### config.mk
export PLATFORM = sky130hd
export DESIGN_NAME = fnv1a_string_bucket_index_core
export DESIGN_NICKNAME = d
export VERILOG_FILES = /design/src/hw/rtl/fnvbi_pkg.sv /design/src/hw/rtl/fnvbi_div.sv /design/src/hw/rtl/fnv1a_string_bucket_index_core.sv
export SDC_FILE = /design/constraint.sdc
export NUM_CORES = 1
export LEC_CHECK = 0
export ABC_AREA = 1
export BUFFER_PORTS_ARGS = -buffer_cell sky130_fd_sc_hd__buf_4
export CAP_MARGIN = 20
export CORE_UTILIZATION = 39
export CTS_CLUSTER_SIZE = 16
export DETAILED_ROUTE_END_ITERATION = 16
export HOLD_SLACK_MARGIN = 0.06
export PLACE_DENSITY = 0.56
export REMOVE_ABC_BUFFERS = 1
export SLEW_MARGIN = 20
export SYNTH_ARGS = -nofsm -noshare
export SYNTH_HDL_FRONTEND = slang
export SYNTH_SLANG_ARGS = --single-unit
### constraint.sdc
create_clock -name aclk -period 6.5 [get_ports aclk]
set_input_delay 0.325 -clock aclk [delete_from_list [all_inputs] [get_ports aclk]]
set_output_delay 0.325 -clock aclk [all_outputs]
set_load 0.01 [all_outputs]
### src/hw/rtl/fnvbi_pkg.sv
// shared types and constants for the fnv-1a bucket index block
// no dependencies; imported by fnvbi_div and the top level
`default_nettype none

package fnvbi_pkg;

    // hash and bucket width
    localparam int HASH_W = 32;
    // divider step counter width
    localparam int STEP_W = $clog2(HASH_W);

    // fnv-1a offset basis and prime
    localparam logic [HASH_W-1:0] FNV_BASIS = 32'd2166136261;
    localparam logic [HASH_W-1:0] FNV_PRIME = 32'd16777619;

    // bucket count after reset
    localparam logic [HASH_W-1:0] BUCKET_COUNT_RESET = 32'd11;

    // register index of bucket_count
    localparam logic [1:0] REG_BUCKET_COUNT = 2'd0;

    // request to the divider
    typedef struct packed {
        logic              start;
        logic [HASH_W-1:0] dividend;
        logic [HASH_W-1:0] divisor;
    } div_req_t;

    // divider status
    typedef struct packed {
        logic busy;
        logic done;
    } div_rsp_t;

endpackage

`default_nettype wire

### src/hw/rtl/fnvbi_div.sv
// restoring remainder unit, one quotient bit per cycle
// depends on fnvbi_pkg
`default_nettype none

module fnvbi_div
    import fnvbi_pkg::*;
(
    input  wire logic              aclk,
    input  wire logic              aresetn,
    input  wire div_req_t          req,
    output div_rsp_t               rsp,
    output logic [HASH_W-1:0]      remainder
);

    logic              busy_reg, busy_next;
    logic              done_reg, done_next;
    logic [STEP_W-1:0] step_reg, step_next;
    logic [HASH_W-1:0] rem_reg, rem_next;
    logic [HASH_W-1:0] shift_reg, shift_next;
    logic [HASH_W-1:0] divisor_reg, divisor_next;

    logic [HASH_W:0]   shifted;
    logic [HASH_W:0]   trial;

    // one compare-and-subtract step
    always_comb begin
        shifted = {rem_reg, shift_reg[HASH_W-1]};
        trial   = shifted - {1'b0, divisor_reg};
    end

    // sequencer
    always_comb begin
        busy_next    = busy_reg;
        done_next    = 1'b0;
        step_next    = step_reg;
        rem_next     = rem_reg;
        shift_next   = shift_reg;
        divisor_next = divisor_reg;
        if (req.start) begin
            busy_next    = 1'b1;
            step_next    = '0;
            rem_next     = '0;
            shift_next   = req.dividend;
            divisor_next = req.divisor;
        end else if (busy_reg) begin
            shift_next = {shift_reg[HASH_W-2:0], 1'b0};
            if (!trial[HASH_W]) begin
                rem_next = trial[HASH_W-1:0];
            end else begin
                rem_next = shifted[HASH_W-1:0];
            end
            step_next = step_reg + 1'b1;
            if (step_reg == STEP_W'(HASH_W - 1)) begin
                busy_next = 1'b0;
                done_next = 1'b1;
            end
        end
    end

    // control state
    always_ff @(posedge aclk) begin
        if (!aresetn) begin
            busy_reg <= 1'b0;
            done_reg <= 1'b0;
            step_reg <= '0;
        end else begin
            busy_reg <= busy_next;
            done_reg <= done_next;
            step_reg <= step_next;
        end
    end

    // datapath
    always_ff @(posedge aclk) begin
        rem_reg     <= rem_next;
        shift_reg   <= shift_next;
        divisor_reg <= divisor_next;
    end

    assign rsp.busy  = busy_reg;
    assign rsp.done  = done_reg;
    assign remainder = rem_reg;

endmodule

`default_nettype wire

### src/hw/rtl/fnv1a_string_bucket_index_core.sv
// top level of the fnv-1a string hash and bucket index block
// depends on fnvbi_pkg and fnvbi_div
//
//  channel | direction | handshake          | payload
//  --------+-----------+--------------------+--------------------------------------
//  s_      | in        | s_tvalid/s_tready  | tdata[7:0] key_byte, tuser has_byte,
//          |           |                    | tlast last_byte
//  m_      | out       | m_tvalid/m_tready  | tdata[31:0] hash_value,
//          |           |                    | tdata[63:32] bucket_index
//  apb     | in        | psel/penable       | reg 0 bucket_count at address 0
//
// a byte item that is not last does not stop input: the hash multiply is a constant
// multiply in the accept cycle. a last item holds s_tready low while the remainder
// unit, loaded on the accept edge, runs its 32 steps, the sequencer sees done, and
// the result is handed off once the output register is free. a finished result
// waits in an output register and does not stop input unless a second last item
// finishes first. reset restores the offset basis and bucket_count 11; no
// clearing pass.
`default_nettype none

module fnv1a_string_bucket_index_core
    import fnvbi_pkg::*;
(
    input  wire logic        aclk,
    input  wire logic        aresetn,
    // input items
    input  wire logic        s_tvalid,
    output logic             s_tready,
    input  wire logic [7:0]  s_tdata,   // [7:0] key_byte
    input  wire logic        s_tuser,   // [0] has_byte
    input  wire logic        s_tlast,   // last_byte
    // result items
    output logic             m_tvalid,
    input  wire logic        m_tready,
    output logic [63:0]      m_tdata,   // [31:0] hash_value, [63:32] bucket_index
    // configuration
    input  wire logic        psel,
    input  wire logic        penable,
    input  wire logic        pwrite,
    input  wire logic [1:0]  paddr,
    input  wire logic [31:0] pwdata,
    output logic [31:0]      prdata,
    output logic             pready
);

    localparam logic [1:0] ST_IDLE = 2'd0;
    localparam logic [1:0] ST_DIV  = 2'd1;
    localparam logic [1:0] ST_DONE = 2'd2;

    logic [1:0]        state_reg, state_next;
    logic [HASH_W-1:0] running_reg, running_next;
    logic [HASH_W-1:0] bucket_count_reg;
    logic [HASH_W-1:0] key_hash_reg, key_hash_next;
    logic              zero_div_reg, zero_div_next;
    logic              out_valid_reg, out_valid_next;
    logic [HASH_W-1:0] out_hash_reg, out_hash_next;
    logic [HASH_W-1:0] out_bucket_reg, out_bucket_next;

    logic              s_accept;
    logic              m_accept;
    logic              out_free;
    logic [HASH_W-1:0] mixed;
    div_req_t          div_req;
    div_rsp_t          div_rsp;
    logic [HASH_W-1:0] div_rem;

    // configuration port
    assign pready = 1'b1;
    assign prdata = (paddr == REG_BUCKET_COUNT) ? bucket_count_reg : '0;

    always_ff @(posedge aclk) begin
        if (!aresetn) begin
            bucket_count_reg <= BUCKET_COUNT_RESET;
        end else if (psel && penable && pwrite && pready && paddr == REG_BUCKET_COUNT) begin
            bucket_count_reg <= pwdata;
        end
    end

    // handshakes
    assign s_tready = (state_reg == ST_IDLE);
    assign s_accept = s_tvalid && s_tready;
    assign m_accept = out_valid_reg && m_tready;
    assign out_free = !out_valid_reg || m_tready;

    // hash update for one byte
    always_comb begin
        mixed = running_reg;
        if (s_tuser) begin
            mixed = (running_reg ^ {{(HASH_W-8){1'b0}}, s_tdata}) * FNV_PRIME;
        end
    end

    // sequencer
    always_comb begin
        state_next      = state_reg;
        running_next    = running_reg;
        key_hash_next   = key_hash_reg;
        zero_div_next   = zero_div_reg;
        out_valid_next  = out_valid_reg;
        out_hash_next   = out_hash_reg;
        out_bucket_next = out_bucket_reg;
        div_req.start    = 1'b0;
        div_req.dividend = mixed;
        div_req.divisor  = bucket_count_reg;

        if (m_accept) begin
            out_valid_next = 1'b0;
        end

        case (state_reg)
            ST_IDLE: begin
                if (s_accept) begin
                    if (s_tlast) begin
                        running_next  = FNV_BASIS;
                        key_hash_next = mixed;
                        zero_div_next = (bucket_count_reg == '0);
                        div_req.start = 1'b1;
                        state_next    = ST_DIV;
                    end else begin
                        running_next = mixed;
                    end
                end
            end
            ST_DIV: begin
                if (div_rsp.done) begin
                    state_next = ST_DONE;
                end
            end
            ST_DONE: begin
                if (out_free) begin
                    out_valid_next  = 1'b1;
                    out_hash_next   = key_hash_reg;
                    out_bucket_next = zero_div_reg ? '0 : div_rem;
                    state_next      = ST_IDLE;
                end
            end
            default: begin
                state_next = ST_IDLE;
            end
        endcase
    end

    // control state
    always_ff @(posedge aclk) begin
        if (!aresetn) begin
            state_reg     <= ST_IDLE;
            running_reg   <= FNV_BASIS;
            out_valid_reg <= 1'b0;
        end else begin
            state_reg     <= state_next;
            running_reg   <= running_next;
            out_valid_reg <= out_valid_next;
        end
    end

    // payload registers
    always_ff @(posedge aclk) begin
        key_hash_reg   <= key_hash_next;
        zero_div_reg   <= zero_div_next;
        out_hash_reg   <= out_hash_next;
        out_bucket_reg <= out_bucket_next;
    end

    // single remainder unit
    fnvbi_div u_div (
        .aclk      (aclk),
        .aresetn   (aresetn),
        .req       (div_req),
        .rsp       (div_rsp),
        .remainder (div_rem)
    );

    assign m_tvalid = out_valid_reg;
    assign m_tdata  = {out_bucket_reg, out_hash_reg};

endmodule

`default_nettype wire
* Yosys cells after proc, flatten, opt, wreduce, memory -nomap -nowiden
Index checks and enable logic that the tools add are counted.
Storage, ports and cells: flip-flop bits (word level) 267, input bits 51, logic and storage cells 65
Cells by class: add/subtract/negate cells 2, multiply operators 1, eq/ne operators 7, mux-type cells 21, bitwise gates (word level) 3, reduce and logical (&&, ||, !) cells 17
Operators with widths (number):
- two-way mux 32 bit | 6
- subtractor 33 x 32 -> 33 bit | 1
- logical NOT 32 bit | 1
- multiplier 32 x 25 -> 32 bit (second input constant) | 1
- XOR 32 x 8 -> 32 bit | 1
- two-way mux 1 bit | 10
- two-way mux 2 bit | 4
- inequality test 2 x 1 -> 1 bit (second input constant) | 3
- case mux 2 bit (3 select lines) | 1
- adder 5 x 1 -> 5 bit (second input constant) | 1
- == test 5 bit (second input constant) | 1
- logical AND 1 bit | 5
- logical NOT 2 bit | 2
- AND reduction 2 bit | 2
- AND reduction 4 bit | 1
- AND reduction 3 bit | 1
- OR reduction 3 bit | 1
- == test 2 x 1 -> 1 bit (second input constant) | 1
- == test 2 bit (second input constant) | 1
- inequality test 2 bit (second input constant) | 1
- inverter 1 bit | 2
- nonzero test 2 bit | 1
- OR reduction 2 bit | 1
- logical NOT 1 bit | 1
- logical OR 1 bit | 1

* Logic depth before layout (Yosys ltp)
Gate-level depths: netlist of the first run.
depth in word-level cells 5, depth in mapped cells 27

* By module
Synthesis of the first run repeated with hierarchy kept, for this count alone.
Second synthesis, totals: cells, all modules 2523, area total of the unflattened synthesis 19627.6 um^2
By module, submodules not included:
- fnv1a_string_bucket_index_core | times used 1, cells an instance 1487, area an instance 12723.5 um^2, sequential area each 4254.1 um^2
- fnvbi_div | times used 1, cells an instance 1036, area an instance 6904.1 um^2, sequential area each 2702.6 um^2

* Worst setup path after synthesis of the first run
Ideal clock, no wire load.
path type register to register, start point register out_valid_reg (netlist: m_tvalid), end point register out_bucket_reg[0] (enable), setup time 0.565 ns, data arrival time 4.773 ns, data required time 5.935 ns, path slack 1.162 ns, cell stages (with the launch flop) 4, path buffers 0, period minus slack after synthesis 5.338 ns, cells stage by stage dfxtp_1 -> inv_1 -> nor2_1 -> nor3_1
On the way: longest elaborated chain between the ends 3
RTL lines:
- start, declared | line fnv1a_string_bucket_index_core.sv:55 | logic out_valid_reg, out_valid_next;
- start signal, assigned | line fnv1a_string_bucket_index_core.sv:152 | out_valid_reg <= out_valid_next;
- logical NOT 1 bit | line fnv1a_string_bucket_index_core.sv:83 | assign out_free = !out_valid_reg || m_tready;
- logical OR 1 bit | line fnv1a_string_bucket_index_core.sv:83
- AND reduction 2 bit (no line)
- end signal, assigned | line fnv1a_string_bucket_index_core.sv:161 | out_bucket_reg <= out_bucket_next;
- end, declared | line fnv1a_string_bucket_index_core.sv:57 | logic [HASH_W-1:0] out_bucket_reg, out_bucket_next;
Every way passes these cells. A chain may end at the register's enable or synchronous reset.

==> results.cfg, run 1 <==
[status]
status = completed

[setup_path]
worstSetupPathType = reg -> reg
worstPathArrival_ns = 5.95
crit_family = adder cells
worst_ep_required_time_ns = 6.82
cpMostUsedCell = ha_1
path_buf_inv = 4
path_cells = xor2_1, buf_4, and2_1, nor2_1, ha_1, fa_1, ha_1, fa_1, ha_1, inv_1, fa_1, inv_1, ha_1, nand2_1, inv_1, a21oi_1, nor2_1, nor2_1, nand2_1, nand2_1, a21o_1, nand3_1, and2_1
startpoint_type = register
critPathSlowestCell = fa_1
r2r_cells = 23
crit_fanout = 5
cpPeakStageDelay_ns = 0.53
cp_num_cells = 23
worstSetupEndpointType = register

[global_route]
grt_pass1_wl_microns = 85000
gr-total-overflow = 0
track_usage_pct = 21.6
grt_max_degree = 65
grt_pass1_vias = 15990
antenna_found_initial = 0

[logic_synthesis]
syn_area_per_cell_sq_um = 7.98
synth_warnings = 0
synth_cell_types = 40
synthTopCellsByArea = edfxtp_1 (25%), ha_1 (14%), nand2_1 (12%)
mappedNetlistArea_sq_um = 19200
synth-seq-cells = 267
yosys.area.top_type = edfxtp_1
synth_cells = 2410
ys_seq_area_share_pct = 36.2
yosysTopAreaCellShare_pct = 25.1

[clock_network]
cts_tree = done
cts-buffers-inserted = 29
clkSlewWorstSetupHoldPaths_ns = 0.07
root_buffer = clkbuf_16
htreeDepth = 1
clkLatencyLatePin_ns = 0.57
cts_post_setup_buffers_inserted = 0
cts.sinks = 267
clockBufferDepth = 3

[placement]
dp.cells = 3187
place_ws_ns = 0.824
globalplace.congestion = 0.929
place_hpwl_microns = 42300
port_buffers = 148

[floorplan]
die_h_microns = 224
die_w_microns = 224
pin_count = 150
dieArea_sq_um = 50200
core_region_area_sq_um = 48800
rows = 81
initial_core_util_pct = 39.4

[job]
maxCapViolations = 0

[timing]
rsz0062_at_grt = no
min_period_over_period_pct = 86.7
worst_pin_slew_ns = 1.09
fin_ws_ns = 0.864
fin_setup_tns_ns = 0
slew_headroom_pct = 27.5
min_period_ns = 5.64
max_freq_mhz = 177
hold_viol = 0
report.final.slew_viol_count = 0
setup_viol = 0
clock_skew_ns = 0.0273

[detailed_routing]
dr_total_vias = 15752
dr.pass1.iters = 6
wirelength_microns = 53200
drc = 0
ant_nets = 0
drt_iter0_drc = 863
wl_per_cell_microns = 16.3
viasPerCell = 4.82

[min_path]
hold_depth = 3
worstHoldPathType = in -> reg

[final_layout]
num_antenna_cells = 0
fin_cells = 3271
nNetsFinal = 2928
area_growth_pct = 16.2
drive_gt1_share_pct = 10.1
fin_util_pct = 45.8
==> cell usage in the layout, fill, tap and decap left out, types with 3 or more instances in the layout <==
cell,count
nor4_1,7
o21ai_0,68
nand4_1,21
a21oi_1,111
nand3_1,135
a22oi_1,3
a31oi_1,5
clkbuf_1,6
nor2_2,4
a21o_1,5
o21a_1,3
o21bai_1,11
edfxtp_1,161
clkbuf_8,7
dlygate4sd3_1,30
nand2_2,21
fa_1,75
nand3b_1,3
xnor2_1,30
dfxtp_1,106
xor2_1,18
and2_1,21
ha_1,218
o21ai_1,3
o211ai_1,4
buf_4,165
inv_1,491
or2_2,17
nand2_1,626
nor3_1,17
clkbuf_16,30
nor2_1,161
==> worst reg2reg max path, delay by kind of cell, from the launching register on <==
kind,cells,cell delay (ns)
buffers and inverters,4,0.33
XOR/XNOR,1,0.16
adder cells (fa/ha/maj),7,2.71
AO/OA/AOI/OAI,2,0.39
AND/OR/NAND/NOR,9,1.39
flip-flops,1,0.43
==> metal layers <==
metal	vias up	global-route usage, %	part of all wire [%]
met1	7502	27.1	44
met4	0	5.44	1.9
met3	57	1.61	3.3
met5	-	0	0
li1	7910	-	-
met2	283	39.8	51
==> Yosys cell counts <==
cell and number:
nand2_1 626, nor3_1 18, nand2_4 1, o21ai_1 3, inv_2 1, clkbuf_1 37
o211ai_1 4, or2_2 17, nor3b_1 1, buf_6 6, a21oi_1 111, and3_1 1
o21ai_0 68, and2_0 1, edfxtp_1 161, nor2_1 164, xor2_1 18, a21oi_4 1
buf_2 6, nor4_1 7, nand4_1 21, o21a_1 3, dfxtp_1 106, and2_1 21
a21o_1 5, nand2_2 21, nor2_2 2, ha_1 218, a21oi_2 2, nand3_1 135
a31oi_1 5, o21bai_1 11, buf_4 3, fa_1 75, conb_1 1, a22oi_1 3
xnor2_1 30, nand3_2 1, nand3b_1 3, inv_1 492
==> what timing repair did <==
item,in CTS,in global routing
resized for setup,0,0
hold endpoints to repair,30,0
hold buffers,30,0
==> area by class of cell <==
type,instances,area [sq um]
Sequential cell,267,6960
Inverter,493,1850
Timing Repair Buffer,195,1540
Tap cell,664,831
Fill cell,4889,26500
Clock inverter,11,126
Multi-Input combinational cell,1598,10200
Clock buffer,43,870
==> kinds of logic after synthesis <==
| logic type | after synthesis | share of synthesized area [%] |
|---|---|---|
| AOI/OAI and AO/OA | 216 | 6.09 |
| DFF | 267 | 36.2 |
| buffers and inverters | 545 | 11.0 |
| adders and majority gates | 293 | 22.0 |
| xor gates and xnor gates | 48 | 2.18 |
| other | 1 | 0.0195 |
| and+or+nand+nor | 1040 | 22.6 |
==> metrics by stage <==
step,hold WS [ns],instance area (sq um)
floorplan,0.400,19000
detailed placement,0.405,21100
finish,0.0800,22400
CTS,0.0604,22400
global placement,0.403,21100
global route,0.0770,22400
==> worst paths after layout <==
path | start | end | slack [ns]
setup reg to reg | running_reg[3] | key_hash_reg[20] | 0.86
hold reg to reg | key_hash_reg[19] | out_hash_reg[19] | 0.41
setup / recovery | running_reg[3] | key_hash_reg[20] | 0.86
hold / removal | pwdata[31] | bucket_count_reg[31] | 0.08
Power of run 1 is not shown: default switching activity piles up to over one toggle a cycle in this logic, so the estimate is an artifact.
==> inputs of run 2 (changes only) <==
- CORE_MARGIN: default -> 8
- CORE_UTILIZATION: 39 -> 30
- PLACE_DENSITY: 0.56 -> 0.46
==> run 2 against run 1 <==
  * Final cell count rose by 6.1%
  * Worst setup slack lost 0.48 ns
  * Clock skew is 0.015 ns lower
  * Worst hold slack worse by 0.0028 ns
  * Maximum frequency is 7.9% lower
  * Critical path depth fell by 4
  * First-iteration DRC count grew 9.4%
  * Via count hardly changed
  * Global-route usage shrank 5.0 points
  * Highest routed layer unchanged
==> results.cfg, run 2 (synthesis results as in run 1) <==
[min_path]
worstHoldPathType = in -> reg
hold_depth = 3

[floorplan]
die_w_microns = 269
pin_count = 150
die_h_microns = 269
rows = 93
dieArea_sq_um = 72500
core_region_area_sq_um = 63900
initial_core_util_pct = 30.1

[detailed_routing]
ant_nets = 0
viasPerCell = 4.54
dr_total_vias = 15763
wirelength_microns = 60700
wl_per_cell_microns = 17.5
drc = 0
drt_iter0_drc = 944
dr.pass1.iters = 5

[setup_path]
rr_startpoint = running_reg[6]
worst_ep_required_time_ns = 6.81
r2r_cells = 19
crit_end = u_div.shift_reg[15]
startpoint = running_reg[6]
worstSetupPathType = reg -> reg
r2r_setup_slack_ns = 0.38
worstReg2RegEnd = u_div.shift_reg[15]
crit_fanout = 6
worstPathArrival_ns = 6.43
startpoint_type = register
worstSetupEndpointType = register

[global_route]
grt_pass1_vias = 16480
grt_max_degree = 60
gr-total-overflow = 0
antenna_found_initial = 0
track_usage_pct = 16.5
grt_pass1_wl_microns = 95600

[status]
status = completed

[clock_network]
cts_hold_buf = 33
clkSlewWorstSetupHoldPaths_ns = 0.06
clockBufferDepth = 3
cts-buffers-inserted = 31
cts.sinks = 267
root_buffer = clkbuf_16
cts_post_setup_buffers_inserted = 0
cts_tree = done
cts.repair.resized = 0
htreeDepth = 1
clkLatencyLatePin_ns = 0.56

[final_layout]
nNetsFinal = 2935
layout_common_cells = nand2_1 (626), inv_1 (491), ha_1 (218)
drive_gt1_share_pct = 10.1
num_antenna_cells = 0
fillCellCount = 6751
layout_commonest_cell = nand2_1
area_growth_pct = 17.5

[timing]
setup_viol = 0
min_period_over_period_pct = 94.1
max_freq_mhz = 164
report.final.slew_viol_count = 0
clock_skew_ns = 0.0119
holdWs_ns = 0.0773
min_period_ns = 6.12
fin_setup_tns_ns = 0
worst_pin_slew_ns = 1.06
slew_headroom_pct = 29.1
rsz0062_at_grt = no
hold_viol = 0

[placement]
port_buffers = 148
place_hpwl_microns = 48500
globalplace.congestion = 0.899

[job]
maxCapViolations = 0
run 2: worst min path at each step:
| stage | slack, ns | end | start |
|---|---|---|---|
| after floorplan | 0.40 | out_hash_reg[0] | key_hash_reg[0] |
| after global placement | 0.40 | out_hash_reg[17] | key_hash_reg[17] |
| after detailed placement | 0.40 | out_hash_reg[9] | key_hash_reg[9] |
| after CTS | 0.06 | bucket_count_reg[8] | pwdata[8] |
| after global routing | 0.08 | bucket_count_reg[8] | pwdata[8] |
| final | 0.08 | bucket_count_reg[8] | pwdata[8] |
run 2: stage by stage:
step	cell area [sq um]	std cells	utilization, %	setup slack [ns]
after floorplan	19000	2358	-	1.16
after global placement	21300	3379	33.4	0.323
after detailed placement	21300	3380	33.4	0.310
after CTS	22600	3469	35.4	0.367
after global routing	22600	3469	35.4	0.0290
final	22600	3469	35.4	0.384
run 2: layout make-up:
class	instances	area, sq um	area share [%]
Inverter	493	1850	8.18
Sequential cell	267	6960	30.8
Timing Repair Buffer	200	1590	7.02
Clock buffer	43	851	3.76
Multi-Input combinational cell	1598	10200	45.1
Tap cell	855	1070	4.73
Clock inverter	13	105	0.465
run 2: routing by layer:
layer | share of wire, % | vias up | track usage (%)
met5 | 0 | - | 0
met4 | 1.4 | 0 | 2.86
met3 | 3.3 | 50 | 1.73
met2 | 51 | 249 | 30.6
met1 | 45 | 7520 | 20.8
li1 | - | 7944 | -
run 2: critical path: stages, from the launching register on:
cell     delay (ns)
dfxtp_1        0.37
xor2_1         0.84
ha_1           0.38
ha_1           0.30
fa_1           0.48
ha_1           0.22
fa_1           0.49
ha_1           0.29
inv_1          0.05
fa_1           0.52
inv_1          0.04
ha_1           0.33
nand2_1        0.09
inv_1          0.05
a21oi_1        0.30
nand3_1        0.28
xnor2_1        0.36
o21ai_0        0.28
nand2_1        0.14
nand2_1        0.06
Power of run 2 is left out for the same reason.
